<file path="src/hw/rtl/utba_pkg.sv">
// Shared types, constants and helper functions for the base conversion unit.
package utba_pkg;

    // Default sizes.
    localparam int VALUE_WIDTH_DEF = 32;
    localparam int MAX_DIGITS_DEF  = 32;

    // Field widths.
    localparam int RADIX_W = 6;
    localparam int CHAR_W  = 7;
    localparam int STEP_W  = 3;

    // Radix limits and reset value.
    localparam logic [RADIX_W-1:0] RADIX_MIN   = 6'd2;
    localparam logic [RADIX_W-1:0] RADIX_MAX   = 6'd36;
    localparam logic [RADIX_W-1:0] RADIX_RESET = 6'd10;

    // Character mapping constants.
    localparam logic [CHAR_W-1:0]  LETTER_OFFSET = 7'd55;
    localparam logic [CHAR_W-1:0]  DIGIT_ZERO    = 7'd48;
    localparam logic [RADIX_W-1:0] LAST_DECIMAL  = 6'd9;

    // Microprogram step addresses.
    localparam logic [STEP_W-1:0] STEP_IDLE     = 3'd0;
    localparam logic [STEP_W-1:0] STEP_DIV_INIT = 3'd1;
    localparam logic [STEP_W-1:0] STEP_DIV_BIT  = 3'd2;
    localparam logic [STEP_W-1:0] STEP_STORE    = 3'd3;
    localparam logic [STEP_W-1:0] STEP_READ     = 3'd4;
    localparam logic [STEP_W-1:0] STEP_EMIT     = 3'd5;
    localparam logic [STEP_W-1:0] STEP_DONE     = 3'd6;

    // Datapath operation selected by a control word.
    typedef enum logic [2:0] {
        OP_NOP,
        OP_LOAD,
        OP_DIV_INIT,
        OP_DIV_BIT,
        OP_STORE,
        OP_READ,
        OP_EMIT
    } op_t;

    // Condition the step waits on before it executes.
    typedef enum logic [1:0] {
        WAIT_NONE,
        WAIT_INPUT,
        WAIT_OUT
    } wait_t;

    // Jump condition, evaluated once the step executes.
    typedef enum logic [2:0] {
        COND_NEVER,
        COND_ALWAYS,
        COND_BITS_LEFT,
        COND_MORE_DIGITS,
        COND_IDX_NZ
    } cond_t;

    // One control word of the microprogram.
    typedef struct packed {
        op_t              op;
        wait_t            wait_sel;
        cond_t            cond;
        logic [STEP_W-1:0] target;
    } ctl_word_t;

    // Command from the sequencer to the datapath.
    typedef struct packed {
        op_t  op;
        logic exec;
    } dp_cmd_t;

    // Status flags from the datapath to the sequencer.
    typedef struct packed {
        logic bits_left;
        logic more_digits;
        logic idx_nz;
    } dp_status_t;

    // Clamp a written radix into the supported range.
    function automatic logic [RADIX_W-1:0] saturate_radix(input logic [RADIX_W-1:0] r);
        logic [RADIX_W-1:0] res;
        if (r < RADIX_MIN) begin
            res = RADIX_MIN;
        end else if (r > RADIX_MAX) begin
            res = RADIX_MAX;
        end else begin
            res = r;
        end
        return res;
    endfunction

    // Map a digit value to its ASCII character.
    function automatic logic [CHAR_W-1:0] digit_to_ascii(input logic [RADIX_W-1:0] d);
        logic [CHAR_W-1:0] res;
        if (d > LAST_DECIMAL) begin
            res = {1'b0, d} + LETTER_OFFSET;
        end else begin
            res = {1'b0, d} + DIGIT_ZERO;
        end
        return res;
    endfunction

endpackage

</file>
<file path="src/hw/rtl/unsigned_to_base_ascii_unit.sv">
// Top level of the unsigned binary to ASCII digit conversion unit.
// Converts each accepted value into its digits in the configured radix (2 to 36, values
// outside that range are clamped) and sends them out one character per request, most
// significant first, with m_last on the final character; zero gives a single '0'. One
// value is handled at a time: the unit is not ready for the next value until every
// digit has been computed by the bit-serial divider and sent to the output register. The
// divider produces one quotient bit per cycle and works through all VALUE_WIDTH bits of
// the value for each digit. The output register lets the next value be accepted while
// the final character still waits to be taken. The radix may only be written while no
// conversion is in progress.
module unsigned_to_base_ascii_unit #(
    parameter int VALUE_WIDTH = utba_pkg::VALUE_WIDTH_DEF,
    parameter int MAX_DIGITS  = utba_pkg::MAX_DIGITS_DEF
) (
    input  logic                         aclk,
    input  logic                         aresetn,
    input  logic                         cfg_valid,
    output logic                         cfg_ready,
    input  logic [utba_pkg::RADIX_W-1:0] cfg_data,
    input  logic                         s_valid,
    output logic                         s_ready,
    input  logic [VALUE_WIDTH-1:0]       s_value,
    output logic                         m_valid,
    input  logic                         m_ready,
    output logic [utba_pkg::CHAR_W-1:0]  m_character,
    output logic                         m_last
);
    import utba_pkg::*;

    logic [RADIX_W-1:0] base_reg;
    dp_cmd_t            cmd;
    dp_status_t         status;
    logic               out_free;

    // Radix register, clamped on write.
    assign cfg_ready = 1'b1;

    always_ff @(posedge aclk) begin
        if (!aresetn) begin
            base_reg <= RADIX_RESET;
        end else if (cfg_valid && cfg_ready) begin
            base_reg <= saturate_radix(cfg_data);
        end
    end

    utba_sequencer u_seq (
        .aclk     (aclk),
        .aresetn  (aresetn),
        .in_valid (s_valid),
        .out_free (out_free),
        .status   (status),
        .cmd      (cmd),
        .in_ready (s_ready)
    );

    utba_datapath #(
        .VALUE_WIDTH (VALUE_WIDTH),
        .MAX_DIGITS  (MAX_DIGITS)
    ) u_dp (
        .aclk          (aclk),
        .aresetn       (aresetn),
        .cmd           (cmd),
        .in_value      (s_value),
        .base          (base_reg),
        .out_ready     (m_ready),
        .status        (status),
        .out_free      (out_free),
        .out_valid     (m_valid),
        .out_character (m_character),
        .out_last      (m_last)
    );

    // A new value is never taken in the cycle right after one was accepted.
    a_busy_after_accept: assert property (@(posedge aclk) disable iff (!aresetn)
        (s_valid && s_ready) |=> !s_ready)
        else $error("input accepted twice in a row");

    // Every character sent is a digit or an upper-case letter.
    a_char_legal: assert property (@(posedge aclk) disable iff (!aresetn)
        m_valid |-> ((m_character >= 7'd48 && m_character <= 7'd57) ||
                     (m_character >= 7'd65 && m_character <= 7'd90)))
        else $error("character out of range");

    // The working radix always stays within the supported range.
    a_base_range: assert property (@(posedge aclk) disable iff (!aresetn)
        (base_reg >= RADIX_MIN) && (base_reg <= RADIX_MAX))
        else $error("radix out of range");

endmodule

</file>
<file path="src/hw/rtl/utba_ctl_rom.sv">
// Read-only microprogram store of the base conversion unit.
module utba_ctl_rom (
    input  logic [utba_pkg::STEP_W-1:0] step,
    output utba_pkg::ctl_word_t         ctl
);
    import utba_pkg::*;

    // One control word per step; the division step loops on itself.
    always_comb begin
        unique case (step)
            STEP_IDLE:     ctl = '{op: OP_LOAD,     wait_sel: WAIT_INPUT, cond: COND_NEVER,
                                   target: STEP_IDLE};
            STEP_DIV_INIT: ctl = '{op: OP_DIV_INIT, wait_sel: WAIT_NONE,  cond: COND_NEVER,
                                   target: STEP_IDLE};
            STEP_DIV_BIT:  ctl = '{op: OP_DIV_BIT,  wait_sel: WAIT_NONE,  cond: COND_BITS_LEFT,
                                   target: STEP_DIV_BIT};
            STEP_STORE:    ctl = '{op: OP_STORE,    wait_sel: WAIT_NONE,  cond: COND_MORE_DIGITS,
                                   target: STEP_DIV_INIT};
            STEP_READ:     ctl = '{op: OP_READ,     wait_sel: WAIT_NONE,  cond: COND_NEVER,
                                   target: STEP_IDLE};
            STEP_EMIT:     ctl = '{op: OP_EMIT,     wait_sel: WAIT_OUT,   cond: COND_IDX_NZ,
                                   target: STEP_READ};
            STEP_DONE:     ctl = '{op: OP_NOP,      wait_sel: WAIT_NONE,  cond: COND_ALWAYS,
                                   target: STEP_IDLE};
            default:       ctl = '{op: OP_NOP,      wait_sel: WAIT_NONE,  cond: COND_ALWAYS,
                                   target: STEP_IDLE};
        endcase
    end

endmodule

</file>
<file path="src/hw/rtl/utba_sequencer.sv">
// Step counter and jump logic that walks the microprogram.
module utba_sequencer (
    input  logic                 aclk,
    input  logic                 aresetn,
    input  logic                 in_valid,
    input  logic                 out_free,
    input  utba_pkg::dp_status_t status,
    output utba_pkg::dp_cmd_t    cmd,
    output logic                 in_ready
);
    import utba_pkg::*;

    logic [STEP_W-1:0] step_reg;
    logic [STEP_W-1:0] step_next;
    ctl_word_t         ctl;
    logic              wait_ok;
    logic              cond_true;

    utba_ctl_rom u_rom (
        .step (step_reg),
        .ctl  (ctl)
    );

    // A step executes only once its wait condition is met.
    always_comb begin
        unique case (ctl.wait_sel)
            WAIT_NONE:  wait_ok = 1'b1;
            WAIT_INPUT: wait_ok = in_valid;
            WAIT_OUT:   wait_ok = out_free;
            default:    wait_ok = 1'b0;
        endcase
    end

    // Jump condition select.
    always_comb begin
        unique case (ctl.cond)
            COND_NEVER:       cond_true = 1'b0;
            COND_ALWAYS:      cond_true = 1'b1;
            COND_BITS_LEFT:   cond_true = status.bits_left;
            COND_MORE_DIGITS: cond_true = status.more_digits;
            COND_IDX_NZ:      cond_true = status.idx_nz;
            default:          cond_true = 1'b0;
        endcase
    end

    // Next step: hold while waiting, else jump or fall through.
    always_comb begin
        priority if (!wait_ok) begin
            step_next = step_reg;
        end else if (cond_true) begin
            step_next = ctl.target;
        end else begin
            step_next = step_reg + STEP_W'(1);
        end
    end

    always_ff @(posedge aclk) begin
        if (!aresetn) begin
            step_reg <= STEP_IDLE;
        end else begin
            step_reg <= step_next;
        end
    end

    assign cmd.op   = ctl.op;
    assign cmd.exec = wait_ok;
    assign in_ready = (ctl.wait_sel == WAIT_INPUT);

endmodule

</file>
<file path="src/hw/rtl/utba_datapath.sv">
// Bit-serial divider, digit memory and output register of the base conversion unit.
module utba_datapath #(
    parameter int VALUE_WIDTH = utba_pkg::VALUE_WIDTH_DEF,
    parameter int MAX_DIGITS  = utba_pkg::MAX_DIGITS_DEF
) (
    input  logic                         aclk,
    input  logic                         aresetn,
    input  utba_pkg::dp_cmd_t            cmd,
    input  logic [VALUE_WIDTH-1:0]       in_value,
    input  logic [utba_pkg::RADIX_W-1:0] base,
    input  logic                         out_ready,
    output utba_pkg::dp_status_t         status,
    output logic                         out_free,
    output logic                         out_valid,
    output logic [utba_pkg::CHAR_W-1:0]  out_character,
    output logic                         out_last
);
    import utba_pkg::*;

    localparam int BIT_W = $clog2(VALUE_WIDTH);
    localparam int IDX_W = $clog2(MAX_DIGITS);
    localparam int CNT_W = $clog2(MAX_DIGITS + 1);

    logic [VALUE_WIDTH-1:0] quot_reg;
    logic [RADIX_W-1:0]     rem_reg;
    logic [BIT_W-1:0]       bit_cnt_reg;
    logic [CNT_W-1:0]       cnt_reg;
    logic [IDX_W-1:0]       idx_reg;
    logic [RADIX_W-1:0]     rdata_reg;
    logic                   out_valid_reg;
    logic [CHAR_W-1:0]      out_char_reg;
    logic                   out_last_reg;
    logic [RADIX_W-1:0]     digit_mem [MAX_DIGITS];

    logic [RADIX_W:0]       trial;
    logic                   q_bit;
    logic [RADIX_W-1:0]     rem_next;
    logic                   do_op;

    assign do_op = cmd.exec;

    // One restoring division step: bring down the next dividend bit.
    always_comb begin
        trial = {rem_reg, quot_reg[VALUE_WIDTH-1]};
        q_bit = (trial >= {1'b0, base});
        if (q_bit) begin
            rem_next = RADIX_W'(trial - {1'b0, base});
        end else begin
            rem_next = trial[RADIX_W-1:0];
        end
    end

    // Division and digit bookkeeping registers.
    always_ff @(posedge aclk) begin
        if (!aresetn) begin
            quot_reg    <= '0;
            cnt_reg     <= '0;
            idx_reg     <= '0;
            rem_reg     <= '0;
            bit_cnt_reg <= '0;
        end else if (do_op) begin
            unique case (cmd.op)
                OP_LOAD: begin
                    quot_reg <= in_value;
                    cnt_reg  <= '0;
                end
                OP_DIV_INIT: begin
                    rem_reg     <= '0;
                    bit_cnt_reg <= '0;
                end
                OP_DIV_BIT: begin
                    quot_reg    <= {quot_reg[VALUE_WIDTH-2:0], q_bit};
                    rem_reg     <= rem_next;
                    bit_cnt_reg <= bit_cnt_reg + BIT_W'(1);
                end
                OP_STORE: begin
                    idx_reg <= cnt_reg[IDX_W-1:0];
                    cnt_reg <= cnt_reg + CNT_W'(1);
                end
                OP_EMIT: begin
                    idx_reg <= idx_reg - IDX_W'(1);
                end
                default: begin
                end
            endcase
        end
    end

    // Digit memory: written while dividing, read back most significant first.
    always_ff @(posedge aclk) begin
        if (do_op && (cmd.op == OP_STORE)) begin
            digit_mem[cnt_reg[IDX_W-1:0]] <= rem_reg;
        end
        if (do_op && (cmd.op == OP_READ)) begin
            rdata_reg <= digit_mem[idx_reg];
        end
    end

    // Output register decouples the result side from the sequencer.
    assign out_free = !out_valid_reg || out_ready;

    always_ff @(posedge aclk) begin
        if (!aresetn) begin
            out_valid_reg <= 1'b0;
        end else if (do_op && (cmd.op == OP_EMIT)) begin
            out_valid_reg <= 1'b1;
        end else if (out_ready) begin
            out_valid_reg <= 1'b0;
        end
    end

    always_ff @(posedge aclk) begin
        if (do_op && (cmd.op == OP_EMIT)) begin
            out_char_reg <= digit_to_ascii(rdata_reg);
            out_last_reg <= (idx_reg == '0);
        end
    end

    // Status for the jump conditions.
    assign status.bits_left   = (bit_cnt_reg != BIT_W'(VALUE_WIDTH - 1));
    assign status.more_digits = (quot_reg != '0) && (cnt_reg < CNT_W'(MAX_DIGITS - 1));
    assign status.idx_nz      = (idx_reg != '0);

    assign out_valid     = out_valid_reg;
    assign out_character = out_char_reg;
    assign out_last      = out_last_reg;

endmodule
</file>
<file path="config.mk">
export PLATFORM = sky130hd
export DESIGN_NAME = unsigned_to_base_ascii_unit
export DESIGN_NICKNAME = d
export VERILOG_FILES = /design/src/hw/rtl/utba_pkg.sv /design/src/hw/rtl/unsigned_to_base_ascii_unit.sv /design/src/hw/rtl/utba_ctl_rom.sv /design/src/hw/rtl/utba_sequencer.sv /design/src/hw/rtl/utba_datapath.sv
export SDC_FILE = /design/constraint.sdc
export NUM_CORES = 1
export LEC_CHECK = 0
export BUFFER_PORTS_ARGS = -buffer_cell sky130_fd_sc_hd__buf_2
export CAP_MARGIN = 15
export CORE_ASPECT_RATIO = 0.8
export CORE_MARGIN = 2
export CORE_UTILIZATION = 49
export DETAILED_ROUTE_END_ITERATION = 12
export GPL_TIMING_DRIVEN = 0
export PLACE_DENSITY = 0.67
export SYNTH_ARGS = -nofsm -noshare
export SYNTH_HDL_FRONTEND = slang
export SYNTH_SLANG_ARGS = --single-unit
</file>
<file path="constraint.sdc">
create_clock -name aclk -period 4.9 [get_ports aclk]
set_input_delay 0.98 -clock aclk [delete_from_list [all_inputs] [get_ports aclk]]
set_output_delay 0.98 -clock aclk [all_outputs]
set_load 0.01 [all_outputs]
</file>
==> flow_summary.yaml, run 1 <==
logic_synthesis:
  ys_ff_latch: 270
  yosysUniqueCellTypes: 62
  async_reset_ff_frac: 0
  postSynthAreaPerCell_um2: 14.95
  synthFlopType: "edfxtp_1"
  seq_area_frac_synth: 0.6421
  yosys_warnings: 0
  synth_nets: 846
  netlist_area_um2: 11630
  synth_edf_count: 206
  synth_cells: 778
flow_run:
  drv_cap: 0
sta:
  final_hold_viol_count: 0
  setup_viol: 0
  fin_worst_skew_ps: 22.88
  worst_pin_slew_ps: 932.8
  rsz0062_at_grt: "no"
  slew_violations: 0
  period_needed_ps: 3080
  fin_crit_sh: 0.6286
  tns_ps: 0
  slew_headroom: 0.3728
  fmax_ghz: 0.3246
placement:
  dpl-instance-area_um2: 12350
  place.gp.congestion: 0.8297
  detailed_place_hpwl_um: 17280
  io_buffers: 52
setup_path:
  crit_chain: "ha_1, ha_1, clkbuf_1, and3_1, buf_2, nand2_1, nor2_1"
  slowest_stage: "nor2_1"
  cpLargestDelayFamily: "simple AND/OR/NAND/NOR gates"
  cp-endpoint: "u_dp.digit_mem[3][3]"
  max_stage_delay_ps: 660
  end_kind: "register"
  cp.buffers_inverters: 2
  cp_max_fo: 10
  critPathMostFrequentCell: "ha_1"
  crit_path_start_kind: "register"
  reg2reg_slack_ps: 1820
  crit_type: "register to register"
  cp.required_ps: 5060
  cp.arrival_ps: 3240
  path_depth: 7
  rr_startpoint: "u_seq.step_reg[0]"
  r2r-end: "u_dp.digit_mem[3][3]"
  crit_start: "u_seq.step_reg[0]"
  worst-r2r-cell-count: 7
die:
  coreArea_um2: 23330
  io_pins: 54
  fp.dieW_um: 176.2
  rows: 50
  initial_core_util: 0.4983
  die_h_um: 141.8
  dieArea_um2: 24990
clock_tree:
  clockBufferDepth: 3
  cts_buffers: 27
  cts.sinks: 270
  clockRootBuffer: "clkbuf_16"
  path_clk_slew_ps: 60
  cts_setup_buffers: 0
  cts_tree: "yes"
  cts_resized: 0
  htree_num_levels: 1
  clk_latency_ps: 540
  hold_buffers: 0
global_route:
  grt_max_degree: 36
  grt_pass1_wl_um: 39650
  grt_pass1_vias: 6811
  overflow: 0
  grt_usage: 0.2100
  antenna_found_initial: 2
power_and_ir_drop:
  cellLeakagePower_nw: 4.407
  ir_drop_mv: 0.3232
  powerDensity_nw_per_um2: 462.2
final_layout:
  final_cell_mix: "edfxtp_1 (206), nor2_1 (88), dfxtp_1 (64)"
  postLayoutCellArea_um2: 13270
  layout-drive-gt1-share: 0.2223
  nets: 933
  syn_to_final_growth_pct: 14.13
  antenna_cells: 0
  mostFrequentLayoutCell: "edfxtp_1"
  largest_reg_flops: 192
  final_util: 0.5687
drt:
  via_count: 6954
  drt.antenna.violating_nets: 0
  drt_iter0_drc: 747
  wl_per_cell_um: 21.38
  via_per_inst: 5.805
  drt_pass1_iterations: 5
  drc: 0
  wl_um: 25610
status:
  status: "complete, no violations"
hold_path:
  hold_class: "register to register"
worst min path at each step:
| stage | startpoint | to | slack, ps | depth (start not counted) |
|---|---|---|---|---|
| after floorplan | base_reg[0] | base_reg[0] | 450 | 2 |
| after global placement | u_dp.bit_cnt_reg[3] | u_dp.bit_cnt_reg[3] | 470 | 2 |
| after detailed placement | base_reg[0] | base_reg[0] | 480 | 2 |
| after CTS | base_reg[0] | base_reg[0] | 490 | 2 |
| after global routing | base_reg[3] | base_reg[3] | 530 | 2 |
| final | base_reg[0] | base_reg[0] | 490 | 2 |
metal layers:
layer | wire [µm] | GRT usage
met2 | 11610 | 0.3230
met1 | 11980 | 0.3167
met5 | 13 | 0
met3 | 1545 | 0.03832
met4 | 457 | 0.04176
synthesized netlist by cell type, types with 6 or more instances:
master,number,share of area
edfxtp_1,206,0.53
nor2_1,88,0.028
dfxtp_1,64,0.11
mux4_2,60,0.12
mux2i_1,33,0.028
a211oi_1,32,0.021
inv_1,25,0.0081
nand2_1,25,0.0081
ha_1,24,0.026
a21oi_1,23,0.0099
clkbuf_1,19,0.0061
nand3_1,18,0.0077
o21ai_0,16,0.0069
buf_2,11,0.0047
nor4_1,11,0.0059
mux2_2,8,0.0077
buf_4,7,0.0045
nand2b_1,7,0.0038
nand4_1,7,0.0038
and3_1,6,0.0032
tightest hold or removal path, delay by kind of cell (launching register included):
kind | cells | cell delay, ps
flip-flops | 1 | 320
AO/OA/AOI/OAI | 1 | 50
AND/OR/NAND/NOR | 1 | 70
cell type report:
| class | instances | area, µm² |
|---|---|---|
| Clock buffer | 42 | 787.0 |
| Timing Repair Buffer | 58 | 412.9 |
| Buffer | 42 | 197.7 |
| Fill cell | 1869 | 10060 |
| Inverter | 26 | 97.59 |
| Sequential cell | 270 | 7467 |
| Tap cell | 312 | 390.4 |
| Multi-Input combinational cell | 440 | 3866 |
| Clock inverter | 8 | 52.55 |
cells by family (layout without fill, tap and decap cells):
group | after synthesis | after routing | synth area share
buffers and inverters | 68 | 176 | 0.02539
AND/OR/NAND/NOR | 198 | 198 | 0.08479
other | 1 | 1 | 0.0003225
adder cells (fa/ha/maj) | 25 | 25 | 0.02754
XOR/XNOR | 5 | 5 | 0.003766
flip-flops | 270 | 270 | 0.6421
multiplexers | 101 | 101 | 0.1524
AO/OA/AOI/OAI | 110 | 110 | 0.06370
per-stage QoR:
stage	hold slack [ps]	cells	worst slack [ps]	total power, mW
6_report	488.2	1198	1820	6.135
5_1_grt	527.7	1198	1658	6.409
4_1_cts	491.2	1195	1557	6.135
3_5_place_dp	480.6	1145	1554	4.187
3_3_place_gp	472.2	1142	1507	4.146
2_1_floorplan	449.6	778	2420	3.814
where the power goes:
group	internal, mW	switching (mW)
clock	1.11	0.850
combinational	0.531	0.799
sequential	2.68	0.164
Note: power is estimated with default switching activity, not from simulation.
==> run 2, diff against run 1 <==
--- a/config.mk
+++ b/config.mk
@@ -5,6 +5,7 @@
 export SDC_FILE = /design/constraint.sdc
 export NUM_CORES = 1
 export LEC_CHECK = 0
+export ABC_AREA = 1
 export BUFFER_PORTS_ARGS = -buffer_cell sky130_fd_sc_hd__buf_2
 export CAP_MARGIN = 15
 export CORE_ASPECT_RATIO = 0.8
@@ -12,7 +13,7 @@
 export CORE_UTILIZATION = 49
 export DETAILED_ROUTE_END_ITERATION = 12
 export GPL_TIMING_DRIVEN = 0
-export PLACE_DENSITY = 0.67
+export PLACE_DENSITY = 0.69
 export SYNTH_ARGS = -nofsm -noshare
 export SYNTH_HDL_FRONTEND = slang
 export SYNTH_SLANG_ARGS = --single-unit
==> constraint.sdc (replaced) <==
create_clock -name aclk -period 2.7 [get_ports aclk]
set_input_delay 0.54 -clock aclk [delete_from_list [all_inputs] [get_ports aclk]]
set_output_delay 0.54 -clock aclk [all_outputs]
set_load 0.01 [all_outputs]
==> run 2 against run 1 <==
Utilization up 0.24 points. Global-route usage rose by 3.6 points. Combinational power increased to 2.7 times the previous value. Synthesized cell count is 58% higher. Power up 100%. Sequential power is 79% higher. Cell count is 38% higher. Wire length is 20% higher. Sequential share of layout area shrank 2.2 points. Register-to-register slack got worse by 1800 ps. Critical path type unchanged.
==> flow_summary.yaml, run 2 <==
status:
  status: "complete, no violations"
clock_tree:
  cts.sinks: 270
  path_clk_slew_ps: 70
  cts_buffers: 27
  hold_buffers: 0
  clockRootBuffer: "clkbuf_16"
  clk_latency_ps: 540
  clockBufferDepth: 3
  cts_tree: "yes"
  htree_num_levels: 1
final_layout:
  nets: 1381
  mostFrequentLayoutCell: "nand2_1"
  final_cell_mix: "nand2_1 (224), edfxtp_1 (206), nor2_1 (195)"
  layout-drive-gt1-share: 0.1262
  final_util: 0.5712
  postLayoutCellArea_um2: 13810
  syn_to_final_growth_pct: 15.22
  num-fill-cells: 2073
  largest_reg_flops: 192
  antenna_cells: 0
hold_path:
  hold_class: "input pin to register"
sta:
  fin_crit_sh: 0.9876
  fmax_ghz: 0.3750
  slew_headroom: 0.4758
  worst_pin_slew_ps: 785.2
  slew_violations: 0
  fin_worst_skew_ps: 16.91
  rsz0062_at_grt: "yes"
  final_hold_viol_count: 0
  period_needed_ps: 2666
  setup_viol: 0
drt:
  drt.antenna.violating_nets: 0
  drt_pass1_iterations: 5
  via_per_inst: 5.577
  drt_iter0_drc: 931
  wl_per_cell_um: 18.62
  drc: 0
  wl_um: 30710
  via_count: 9196
placement:
  detailed_place_hpwl_um: 21060
  dpl-instance-area_um2: 12790
  io_buffers: 50
  place.gp.congestion: 0.9153
logic_synthesis:
  yosys-top-cells-count: "nand2_1 (227), nor2_1 (221), edfxtp_1 (206)"
  synth_area_leader_cell: "edfxtp_1"
  synth_nets: 1296
  yosysUniqueCellTypes: 43
  synth_cells: 1228
  seq_area_frac_synth: 0.6228
  synthFlopType: "edfxtp_1"
  postSynthAreaPerCell_um2: 9.763
  synth_most_common_cell: "nand2_1"
  yosys_warnings: 0
  synthTopCellsByArea: "edfxtp_1 (52%), dfxtp_1 (11%), nand2_1 (7.1%), nor2_1 (6.9%), o21ai_0 (5.7%)"
  synth_edf_count: 206
  async_reset_ff_frac: 0
  netlist_area_um2: 11990
  synth_top_area_frac: 0.5160
  ys_ff_latch: 270
global_route:
  grt_pass1_vias: 8770
  grt_pass1_wl_um: 48370
  overflow: 0
  antenna_found_initial: 0
  grt_usage: 0.2464
  grt_max_degree: 25
power_and_ir_drop:
  ir_drop_mv: 0.5057
  powerDensity_nw_per_um2: 890.9
  cellLeakagePower_nw: 5.039
die:
  dieArea_um2: 25740
  initial_core_util: 0.4957
  die_h_um: 143.9
  rows: 51
  coreArea_um2: 24180
  io_pins: 54
  fp.dieW_um: 178.9
setup_path:
  slowest_stage: "nor2_1"
  cp.arrival_ps: 2840
  cp_max_fo: 10
  max_stage_delay_ps: 540
  crit_chain: "inv_1, ha_1, nor2_1, nand3_1, clkinv_1, nand2_2, nor2_1"
  crit_type: "register to register"
  cp.buffers_inverters: 2
  cpLargestDelayFamily: "simple AND/OR/NAND/NOR gates"
  crit_path_start_kind: "register"
  cp.required_ps: 2870
  end_kind: "register"
  critPathMostFrequentCell: "nor2_1"
flow_run:
  drv_cap: 0
## run 2: layer usage
metal,up-vias,track usage,wire length [µm]
met5,-,0,0
met4,0,0.06889,692
li1,4396,-,-
met1,4361,0.3670,13940
met2,380,0.3628,13220
met3,59,0.05370,2852
## run 2: worst register-to-register path, cell delays in order (launching register included)
cell and delay [ps]:
dfxtp_1 390, inv_1 120, ha_1 250, nor2_1 230
nand3_1 220, clkinv_1 270, nand2_2 260, nor2_1 540
## run 2: logic make-up after synthesis
group | count (synthesis) | share of synthesized area
fa+ha+maj | 25 | 0.02672
mux | 1 | 0.0008349
simple gates | 549 | 0.1862
buf+inv | 135 | 0.04655
flops | 270 | 0.6228
compound gates | 237 | 0.1093
other cells | 1 | 0.0003128
xor+xnor | 10 | 0.007306
## run 2: what timing repair did
item	4_1_cts	5_1_grt
resized for setup	12	37
pin swaps	0	0
setup buffers	0	0
setup endpoints to repair	102	202
## run 2: final cells by class
cell class                 count  area (µm²)  area share
sequential                   270        7470      0.5408
multi-input combinational    823        4126      0.2987
clock buffer                  30       686.9     0.04973
timing repair buffer          56       402.9     0.02917
tap                          318       397.9     0.02880
inverter                      75       281.5     0.02038
buffer                        60       276.5     0.02002
clock inverter                17       171.4     0.01241
## run 2: worst paths after layout
| kind | start | endpoint | slack, ps | cells past startpoint |
|---|---|---|---|---|
| worst max-delay path | u_seq.step_reg[0] | u_dp.digit_mem[7][5] | 30 | 7 |
| worst min-delay path | cfg_data[3] | base_reg[3] | 280 | 3 |
| worst max register to register | u_seq.step_reg[0] | u_dp.digit_mem[7][5] | 30 | 7 |
| worst min register to register | base_reg[2] | base_reg[2] | 470 | 2 |
## run 2: metrics by stage
stage                     worst slack [ps]  hold WS [ps]  TNS (ps)  total power, mW  instances
after CTS                           -99.39         268.5     -3751            12.26       1649
final                                33.51         283.3         0            12.31       1649
after detailed placement            -102.4         457.2     -2853            8.610       1602
after global routing                -154.7         279.3     -6275            12.98       1649
after floorplan                      459.7         438.6         0            7.512       1228
after global placement              -368.0         449.6     -2877            8.517       1596
## run 2: where the power goes
part           internal, mW  switching (mW)  leakage, nW  total (mW)
combinational          1.12            2.43         2.30        3.55
clock                  2.12            1.57        0.405        3.69
sequential             4.84           0.233         2.33        5.07
total                  8.07            4.24         5.04        12.3
